==> src/hw/rtl/hps_pkg.sv <==
// hps_pkg: shared constants for the haptic pattern sequencer.
// Opcodes, alert levels, confirmation stages, register map and reset values.
// No dependencies.
`timescale 1ns / 1ps

package hps_pkg;

	// Field widths
	localparam int OpW    = 3;
	localparam int LevelW = 3;
	localparam int DutyW  = 8;
	localparam int MsW    = 16;
	localparam int CritW  = 15;
	localparam int StageW = 3;
	localparam int CfElW  = 8;
	localparam int CfgIdxW = 3;
	localparam int CfgDataW = 32;
	localparam int InDataW  = 8;
	localparam int OutDataW = 16;

	// Request opcodes
	localparam logic [OpW-1:0] OP_TICK  = 3'd0;
	localparam logic [OpW-1:0] OP_ALERT = 3'd1;
	localparam logic [OpW-1:0] OP_MODAL = 3'd2;
	localparam logic [OpW-1:0] OP_START = 3'd3;
	localparam logic [OpW-1:0] OP_STOP  = 3'd4;

	// Alert levels
	localparam logic [LevelW-1:0] LVL_NONE     = 3'd0;
	localparam logic [LevelW-1:0] LVL_GENTLE   = 3'd1;
	localparam logic [LevelW-1:0] LVL_MODERATE = 3'd2;
	localparam logic [LevelW-1:0] LVL_URGENT   = 3'd3;
	localparam logic [LevelW-1:0] LVL_CRITICAL = 3'd4;

	// Confirmation stages
	localparam logic [StageW-1:0] CF_IDLE  = 3'd0;
	localparam logic [StageW-1:0] CF_START = 3'd1;
	localparam logic [StageW-1:0] CF_STOP1 = 3'd2;
	localparam logic [StageW-1:0] CF_GAP   = 3'd3;
	localparam logic [StageW-1:0] CF_STOP2 = 3'd4;

	// Session confirmation timing
	localparam logic [DutyW-1:0] SESSION_DUTY   = 8'd180;
	localparam logic [CfElW-1:0] START_PULSE_MS = 8'd100;
	localparam logic [CfElW-1:0] STOP_PULSE_MS  = 8'd50;
	localparam logic [CfElW-1:0] STOP_GAP_MS    = 8'd80;

	// Register map
	localparam logic [CfgIdxW-1:0] REG_DUTY_LEVELS   = 3'd0;
	localparam logic [CfgIdxW-1:0] REG_GENTLE_PULSE  = 3'd1;
	localparam logic [CfgIdxW-1:0] REG_MODERATE_ON   = 3'd2;
	localparam logic [CfgIdxW-1:0] REG_MODERATE_GAP  = 3'd3;
	localparam logic [CfgIdxW-1:0] REG_MODERATE_CYC  = 3'd4;
	localparam logic [CfgIdxW-1:0] REG_CRITICAL_ON   = 3'd5;
	localparam logic [CfgIdxW-1:0] REG_CRITICAL_OFF  = 3'd6;

	// Register reset values
	localparam logic [CfgDataW-1:0] RST_DUTY_LEVELS  = 32'hFF64_B478;
	localparam logic [MsW-1:0]      RST_GENTLE_PULSE = 16'd200;
	localparam logic [MsW-1:0]      RST_MODERATE_ON  = 16'd150;
	localparam logic [MsW-1:0]      RST_MODERATE_GAP = 16'd100;
	localparam logic [MsW-1:0]      RST_MODERATE_CYC = 16'd2000;
	localparam logic [CritW-1:0]    RST_CRITICAL_ON  = 15'd300;
	localparam logic [CritW-1:0]    RST_CRITICAL_OFF = 15'd200;

endpackage

==> src/hw/rtl/haptic_pattern_sequencer.sv <==
// haptic_pattern_sequencer: turns ticks and events into a motor PWM duty.
// Depends on hps_pkg for opcodes, levels, stages and the register map.
//
//   Channel | Direction | Contents
//   s_*     | in        | request: opcode, alert_level, led_only
//   m_*     | out       | result: motor_duty, motor_active
//   cfg_*   | in        | register write, index and data
//
// Each request is latched in an input stage, then processed combinationally
// into the result register; the sequencer state updates on that same edge.
// A request passes the input stage, then the result register; one request per
// cycle unless stalled. A stalled result holds its register; an empty input
// stage still fills. arst_n clears control state, loads register reset values.
`timescale 1ns / 1ps

module haptic_pattern_sequencer (
	input  logic                          clk,
	input  logic                          arst_n,
	// slave side, tdata: opcode[2:0], alert_level[5:3], led_only[6]
	input  logic                          s_tvalid,
	output logic                          s_tready,
	input  logic [hps_pkg::InDataW-1:0]   s_tdata,
	// master side, tdata: motor_duty[7:0], motor_active[8]
	output logic                          m_tvalid,
	input  logic                          m_tready,
	output logic [hps_pkg::OutDataW-1:0]  m_tdata,
	// configuration writes
	input  logic                          cfg_we,
	input  logic [hps_pkg::CfgIdxW-1:0]   cfg_index,
	input  logic [hps_pkg::CfgDataW-1:0]  cfg_wdata
);
	import hps_pkg::*;

	// Configuration registers
	logic [CfgDataW-1:0] duty_levels_q;
	logic [MsW-1:0]      gentle_pulse_q;
	logic [MsW-1:0]      mod_on_q;
	logic [MsW-1:0]      mod_gap_q;
	logic [MsW-1:0]      mod_cyc_q;
	logic [CritW-1:0]    crit_on_q;
	logic [CritW-1:0]    crit_off_q;

	// Input stage
	logic              valid_s1;
	logic [OpW-1:0]    op_s1;
	logic [LevelW-1:0] lvl_s1;
	logic              led_s1;

	// Sequencer state
	logic [LevelW-1:0] level_q;
	logic              muted_q;
	logic [MsW-1:0]    phase_q;
	logic              gpend_q;
	logic              grun_q;
	logic [MsW-1:0]    gel_q;
	logic [StageW-1:0] stage_q;
	logic [CfElW-1:0]  cfel_q;
	logic [DutyW-1:0]  duty_q;

	// Output register
	logic              out_valid_q;
	logic [DutyW-1:0]  out_duty_q;

	// Next-state signals
	logic [LevelW-1:0] level_d;
	logic              muted_d;
	logic [MsW-1:0]    phase_d;
	logic              gpend_d;
	logic              grun_d;
	logic [MsW-1:0]    gel_d;
	logic [StageW-1:0] stage_d;
	logic [CfElW-1:0]  cfel_d;
	logic [DutyW-1:0]  duty_d;

	// Time-advance helpers
	logic [MsW-1:0]    cycle_len;
	logic [MsW:0]      phase_inc;
	logic [MsW-1:0]    phase_adv;
	logic [MsW-1:0]    gel_adv;
	logic [CfElW-1:0]  cfel_adv;
	logic [MsW:0]      mod_b;
	logic [MsW+1:0]    mod_c;
	logic              advance;

	// Handshake: stage 1 moves when the result register is free or draining
	assign advance  = valid_s1 && (!out_valid_q || m_tready);
	assign s_tready = !valid_s1 || advance;
	assign m_tvalid = out_valid_q;
	assign m_tdata  = {{(OutDataW - DutyW - 1){1'b0}}, (out_duty_q != '0), out_duty_q};

	// Configuration writes
	always_ff @(posedge clk or negedge arst_n) begin
		if (!arst_n) begin
			duty_levels_q  <= RST_DUTY_LEVELS;
			gentle_pulse_q <= RST_GENTLE_PULSE;
			mod_on_q       <= RST_MODERATE_ON;
			mod_gap_q      <= RST_MODERATE_GAP;
			mod_cyc_q      <= RST_MODERATE_CYC;
			crit_on_q      <= RST_CRITICAL_ON;
			crit_off_q     <= RST_CRITICAL_OFF;
		end else if (cfg_we) begin
			unique case (cfg_index)
				REG_DUTY_LEVELS:  duty_levels_q  <= cfg_wdata;
				REG_GENTLE_PULSE: gentle_pulse_q <= cfg_wdata[MsW-1:0];
				REG_MODERATE_ON:  mod_on_q       <= cfg_wdata[MsW-1:0];
				REG_MODERATE_GAP: mod_gap_q      <= cfg_wdata[MsW-1:0];
				REG_MODERATE_CYC: mod_cyc_q      <= cfg_wdata[MsW-1:0];
				REG_CRITICAL_ON:  crit_on_q      <= cfg_wdata[CritW-1:0];
				REG_CRITICAL_OFF: crit_off_q     <= cfg_wdata[CritW-1:0];
				default: ;
			endcase
		end
	end

	// Input stage register
	always_ff @(posedge clk or negedge arst_n) begin
		if (!arst_n) begin
			valid_s1 <= 1'b0;
		end else if (s_tready) begin
			valid_s1 <= s_tvalid;
		end
	end

	always_ff @(posedge clk) begin
		if (s_tready && s_tvalid) begin
			op_s1  <= s_tdata[2:0];
			lvl_s1 <= s_tdata[5:3];
			led_s1 <= s_tdata[6];
		end
	end

	// One millisecond of time passing
	always_comb begin
		unique case (level_q)
			LVL_MODERATE: cycle_len = mod_cyc_q;
			LVL_CRITICAL: cycle_len = {1'b0, crit_on_q} + {1'b0, crit_off_q};
			default:      cycle_len = '0;
		endcase
		phase_inc = {1'b0, phase_q} + 1'b1;
		phase_adv = (cycle_len == '0 || phase_inc >= {1'b0, cycle_len})
			? '0 : phase_inc[MsW-1:0];
		gel_adv   = (grun_q && gel_q != '1) ? gel_q + 1'b1 : gel_q;
		cfel_adv  = (stage_q != CF_IDLE && cfel_q != '1) ? cfel_q + 1'b1 : cfel_q;
		mod_b     = {1'b0, mod_on_q} + {1'b0, mod_gap_q};
		mod_c     = {1'b0, mod_b} + {2'b00, mod_on_q};
	end

	// Request processing
	always_comb begin
		level_d = level_q;
		muted_d = muted_q;
		phase_d = phase_q;
		gpend_d = gpend_q;
		grun_d  = grun_q;
		gel_d   = gel_q;
		stage_d = stage_q;
		cfel_d  = cfel_q;
		duty_d  = duty_q;
		unique case (op_s1)
			OP_TICK: begin
				phase_d = phase_adv;
				gel_d   = gel_adv;
				cfel_d  = cfel_adv;
				// session confirmation takes precedence
				unique case (stage_q)
					CF_START: begin
						if (cfel_adv >= START_PULSE_MS) begin
							duty_d  = '0;
							stage_d = CF_IDLE;
						end
					end
					CF_STOP1: begin
						if (cfel_adv >= STOP_PULSE_MS) begin
							duty_d  = '0;
							stage_d = CF_GAP;
							cfel_d  = '0;
						end
					end
					CF_GAP: begin
						if (cfel_adv >= STOP_GAP_MS) begin
							duty_d  = SESSION_DUTY;
							stage_d = CF_STOP2;
							cfel_d  = '0;
						end
					end
					CF_STOP2: begin
						if (cfel_adv >= STOP_PULSE_MS) begin
							duty_d  = '0;
							stage_d = CF_IDLE;
						end
					end
					default: begin
						stage_d = CF_IDLE;
						if (muted_q) begin
							duty_d = '0;
						end else begin
							// alert pattern on the advanced phase
							unique case (level_q)
								LVL_GENTLE: begin
									if (gpend_q && !grun_q) begin
										grun_d  = 1'b1;
										gpend_d = 1'b0;
										gel_d   = '0;
										duty_d  = duty_levels_q[7:0];
									end
									if (grun_d && gel_d >= gentle_pulse_q) begin
										duty_d = '0;
										grun_d = 1'b0;
									end
								end
								LVL_MODERATE: begin
									if ({2'b00, phase_adv} < {2'b00, mod_on_q})
										duty_d = duty_levels_q[15:8];
									else if ({1'b0, phase_adv} < mod_b)
										duty_d = '0;
									else if ({2'b00, phase_adv} < mod_c)
										duty_d = duty_levels_q[15:8];
									else
										duty_d = '0;
								end
								LVL_URGENT: begin
									if (duty_q == '0)
										duty_d = duty_levels_q[23:16];
								end
								LVL_CRITICAL: begin
									duty_d = (phase_adv < {1'b0, crit_on_q})
										? duty_levels_q[31:24] : '0;
								end
								default: duty_d = '0;
							endcase
						end
					end
				endcase
			end
			OP_ALERT: begin
				phase_d = '0;
				grun_d  = 1'b0;
				gpend_d = (lvl_s1 == LVL_GENTLE);
				duty_d  = '0;
				level_d = lvl_s1;
			end
			OP_MODAL: begin
				muted_d = led_s1;
				if (led_s1)
					duty_d = '0;
			end
			OP_START: begin
				stage_d = CF_START;
				cfel_d  = '0;
				duty_d  = SESSION_DUTY;
			end
			OP_STOP: begin
				stage_d = CF_STOP1;
				cfel_d  = '0;
				duty_d  = SESSION_DUTY;
			end
			default: ;
		endcase
	end

	// State and result registers
	always_ff @(posedge clk or negedge arst_n) begin
		if (!arst_n) begin
			level_q     <= LVL_NONE;
			muted_q     <= 1'b0;
			phase_q     <= '0;
			gpend_q     <= 1'b0;
			grun_q      <= 1'b0;
			gel_q       <= '0;
			stage_q     <= CF_IDLE;
			cfel_q      <= '0;
			duty_q      <= '0;
			out_valid_q <= 1'b0;
		end else begin
			if (advance) begin
				level_q <= level_d;
				muted_q <= muted_d;
				phase_q <= phase_d;
				gpend_q <= gpend_d;
				grun_q  <= grun_d;
				gel_q   <= gel_d;
				stage_q <= stage_d;
				cfel_q  <= cfel_d;
				duty_q  <= duty_d;
			end
			if (advance)
				out_valid_q <= 1'b1;
			else if (m_tready)
				out_valid_q <= 1'b0;
		end
	end

	always_ff @(posedge clk) begin
		if (advance)
			out_duty_q <= duty_d;
	end

	// Checks
	a_stage_range: assert property (@(posedge clk) disable iff (!arst_n)
		stage_q == CF_IDLE || stage_q == CF_START || stage_q == CF_STOP1 ||
		stage_q == CF_GAP || stage_q == CF_STOP2)
		else $error("confirmation stage out of range");

	a_gentle_excl: assert property (@(posedge clk) disable iff (!arst_n)
		!(gpend_q && grun_q))
		else $error("gentle pulse both pending and running");

	a_alert_phase: assert property (@(posedge clk) disable iff (!arst_n)
		(advance && op_s1 == OP_ALERT) |=> phase_q == '0)
		else $error("phase not cleared by alert change");

	a_muted_off: assert property (@(posedge clk) disable iff (!arst_n)
		(muted_q && stage_q == CF_IDLE) |-> duty_q == '0)
		else $error("motor running while muted and idle");

	a_s1_hold: assert property (@(posedge clk) disable iff (!arst_n)
		(valid_s1 && !advance) |=> (valid_s1 && $stable(op_s1)))
		else $error("input stage lost a stalled request");

endmodule
==> config.mk <==
export PLATFORM = sky130hd
export DESIGN_NAME = haptic_pattern_sequencer
export DESIGN_NICKNAME = d
export VERILOG_FILES = /design/src/hw/rtl/hps_pkg.sv /design/src/hw/rtl/haptic_pattern_sequencer.sv
export SDC_FILE = /design/constraint.sdc
export NUM_CORES = 1
export LEC_CHECK = 0
export ABC_CLOCK_PERIOD_IN_PS = 15800
export BUFFER_PORTS_ARGS = -buffer_cell sky130_fd_sc_hd__buf_2
export CAP_MARGIN = 5
export CORE_MARGIN = 2
export CORE_UTILIZATION = 68
export DETAILED_ROUTE_END_ITERATION = 8
export PLACE_DENSITY_LB_ADDON = 0.1
export SLEW_MARGIN = 20
export SYNTH_ARGS = -nofsm -noshare
export SYNTH_HDL_FRONTEND = slang
export SYNTH_SLANG_ARGS = --single-unit
==> constraint.sdc <==
create_clock -name clk -period 15.8 [get_ports clk]
set_input_delay 0.79 -clock clk [delete_from_list [all_inputs] [get_ports clk]]
set_output_delay 0.79 -clock clk [all_outputs]
set_load 0.01 [all_outputs]
==> results.py <==
metrics = {
    "synth": {
        "yosysUniqueCellTypes": 81,
        "synth_top_family_by_area": "compound AO/OA/AOI/OAI gates",
        "synth_most_common_cell": "dfrtp_1",
        "synth_ff_type": "dfrtp_1",
        "synth_fa_ha_area_share_pct": 12.9,
        "ys_seq_area_share_pct": 36.3,
        "synth_area_mm2": 0.0141,
        "synth_seq_cells": 200,
        "synth_warnings": 0,
        "synth_common_cells": "143 x dfrtp_1, 142 x o21ai_0, 141 x ha_1, 140 x nand2_1, 109 x inv_1",
        "synthXorXnorAreaFrac_pct": 3.84,
        "yosys.area.top_type_share_pct": 25.3,
        "synth_edf_count": 15,
        "yosys.area_share.simple_pct": 15.4,
        "synth_area_leaders": "dfrtp_1 25%, ha_1 12%, dfstp_2 7.8%, mux2_2 7.4%, o21ai_0 5.0%",
        "synthCells": 1534,
        "syn_avg_cell_area_um2": 9.22,
        "synth_top_area_cell": "dfrtp_1",
        "muxShareOfSynthArea_pct": 7.62,
        "synth_compound_area_share_pct": 19.4,
        "async_flop_share_pct": 92.5,
    },
    "run_status": {
        "status": "complete, no violations",
    },
    "worst_setup_path": {
        "r2r-end": "out_duty_q[3]",
        "arrival_ns": 7.77,
        "reg2reg_slack_ns": 8.23,
        "cp-end-kind": "flip-flop",
        "critPathLaunchType": "flip-flop",
        "critPathKind": "flip-flop to flip-flop",
        "worstPathRequired_ns": 16.00,
        "r2r_start": "crit_on_q[0]",
        "reg2reg_depth": 27,
        "crit_fanout": 19,
    },
    "cells_and_area": {
        "fin_nets": 1765,
        "area_growth_syn_to_layout_pct": 8.28,
        "nFillCells": 1539,
        "seq_area_mm2": 0.00513,
        "drive_above_1_share_pct": 16.4,
        "multi_input_area_mm2": 0.00841,
    },
    "drt": {
        "vias": 11700,
        "drt_iter0_drc": 1152,
        "antenna_left": 0,
        "drt_pass1_iterations": 5,
        "drt-total-wl_um": 35800,
        "detail_route.vias_per_cell": 6.31,
        "post-route-drc-count": 0,
        "wl_per_cell_um": 19.3,
    },
    "clock_network": {
        "post-cts-setup-buffer-count": 0,
        "clkSinkCount": 200,
        "htree_levels": 4,
        "cts_tree": "done",
        "clockRootBuffer": "clkbuf_16",
        "clkTransAtPathRegs_ns": 0.08,
        "cts_buffers": 17,
        "clockBufferDepth": 2,
        "cts_resized": 0,
        "ctsHoldBuffers": 0,
        "clk_latency_ns": 0.44,
    },
    "timing": {
        "relSlewSlack_pct": 30.9,
        "worst_pin_slew_ns": 1.03,
        "skew_ns": 0.0144,
        "maxClockFrequency_mhz": 132,
        "fin_setup_tns_ns": 0,
        "setup_viol": 0,
        "rsz0062_at_grt": "false",
        "period_needed_ns": 7.57,
        "hold_violations": 0,
        "fin_crit_sh_pct": 47.9,
        "maxSlewViolCount": 0,
    },
    "floorplan": {
        "core_region_area_mm2": 0.0203,
        "fp.dieW_um": 148,
        "die_h_um": 148,
        "die_area_mm2": 0.0220,
        "boundaryPins": 66,
        "rows": 52,
        "initial_core_util_pct": 69.6,
    },
    "power_and_ir_drop": {
        "p_total_uw": 2180,
        "p_leak_uw": 0.00711,
        "ir_drop_mv": 0.0852,
        "powerDensity_mw_per_mm2": 143,
    },
    "global_route": {
        "grt_max_degree": 110,
        "gr-total-overflow": 0,
        "grt_pass1_wl_um": 58700,
        "antenna_found_initial": 3,
        "grt_pass1_vias": 11600,
        "grtUsageTotal_pct": 33.7,
    },
    "placed_design": {
        "gp_congestion": 0.949,
        "hpwl_um": 26400,
        "portBuffers": 57,
    },
    "min_path": {
        "hold_path_class": "input pin to asynchronous set/reset pin",
    },
    "job": {
        "cap_viol_max_count": 0,
    },
}
[stage by stage]
step	hold slack, ns	worst slack [ns]	area, um2	instances	utilization (%)
6_report	0.441	8.23	15300	1859	75.4
2_1_floorplan	0.457	9.82	14200	1540	-
4_1_cts	0.506	8.37	15300	1854	75.2
3_3_place_gp	0.467	8.47	14600	1822	72.1
5_1_grt	0.512	7.56	15300	1858	75.4
3_5_place_dp	0.496	8.38	14600	1822	72.1
[final cells by class]
type                            instances  share of cell area [%]
Timing Repair Buffer                   66                    2.52
Antenna cell                            3                  0.0490
Multi-Input combinational cell       1178                    54.9
Inverter                              110                    2.70
Tap cell                              270                    2.21
Clock inverter                         15                    1.28
Sequential cell                       200                    33.5
Clock buffer                           17                    2.78
[flip-flops by register name, summed over array words and instances, names as in the netlist, 3 cells and up]
signal and flops:
duty_levels_q 32, gel_q 16, gentle_pulse_q 16, mod_cyc_q 16, mod_gap_q 16, mod_on_q 16
phase_q 16, crit_off_q 15, crit_on_q 15, cfel_q 8, duty_q 8, out_duty_q 8
level_q 3, lvl_s1 3, op_s1 3, stage_q 3
[report_power, final]
group	total, uW	switching, uW	internal (uW)
sequential	702	79.0	623
combinational	1020	591	433
clock	458	217	241
total	2180	888	1300
[worst max-delay path by stage]
stage / startpoint / to / cells past startpoint
2_1_floorplan: crit_on_q[0] / out_duty_q[5] / 31
3_3_place_gp: crit_on_q[0] / out_duty_q[5] / 29
3_5_place_dp: crit_on_q[0] / out_duty_q[3] / 27
4_1_cts: crit_on_q[0] / out_duty_q[5] / 30
5_1_grt: crit_on_q[0] / out_duty_q[5] / 30
6_report: crit_on_q[0] / out_duty_q[3] / 27
[worst max-delay path, cell delays in order, from the launching register on]
cell and delay (ns):
dfrtp_1 0.38, ha_1 0.23, inv_1 0.07, fa_1 0.41, nand2b_1 0.18, a21oi_1 0.43, o21ai_0 0.18, o31ai_1 0.28
a21oi_1 0.10, ha_1 0.37, a21o_1 0.18, a21oi_1 0.22, o211ai_1 0.12, o21ba_2 0.25, o21ai_0 0.22, inv_1 0.17
o31ai_4 0.21, nor2b_1 0.53, ha_1 0.35, a21o_1 0.16, a21o_1 0.17, a2111oi_0 0.82, o2111a_1 0.32, nor2_1 0.05
o21ai_1 0.16, a31oi_4 0.23, or2_4 0.31, a31o_1 0.22
[cell families (layout without fill, tap and decap cells)]
family                     after synthesis  in the layout
AOI/OAI and AO/OA                      428            428
xor gates and xnor gates                62             62
adders and majority gates              144            144
buffers and inverters                  162            208
DFF                                    200            200
muxes                                   96             96
other                                    1             10
and+or+nand+nor                        441            441
[layout by cell type (no fill, tap or decap), types with 7 or more instances in the layout]
cell type,instances
a31oi_1,12
and3_1,16
and4_1,7
o21ai_0,142
and2_1,10
buf_4,7
dfrtp_1,143
a21o_1,43
clkbuf_16,17
a21oi_1,86
conb_1,7
nor3_1,24
o31ai_1,11
edfxtp_1,15
nor2b_1,30
o211ai_1,12
xnor2_1,37
nand4_1,22
buf_2,56
a22oi_1,9
nor2_1,99
nand3_1,26
a22o_1,10
o21ai_1,9
xor2_1,25
o21bai_1,8
inv_1,109
a2111oi_0,7
nand2_1,140
nand2b_1,24
o21a_1,14
mux2_2,93
dfstp_2,42
ha_1,141
[routing by layer]
metal	part of all wire, %	GRT usage [%]	vias up	routed length, um
met2	48	57.4	397	17200
met3	5.8	5.03	90	2080
met1	43	44.0	5608	15300
met4	3.4	11.9	0	1230
met5	0	0	-	0
li1	-	-	5634	-
Note: power is estimated with default switching activity, not from simulation.
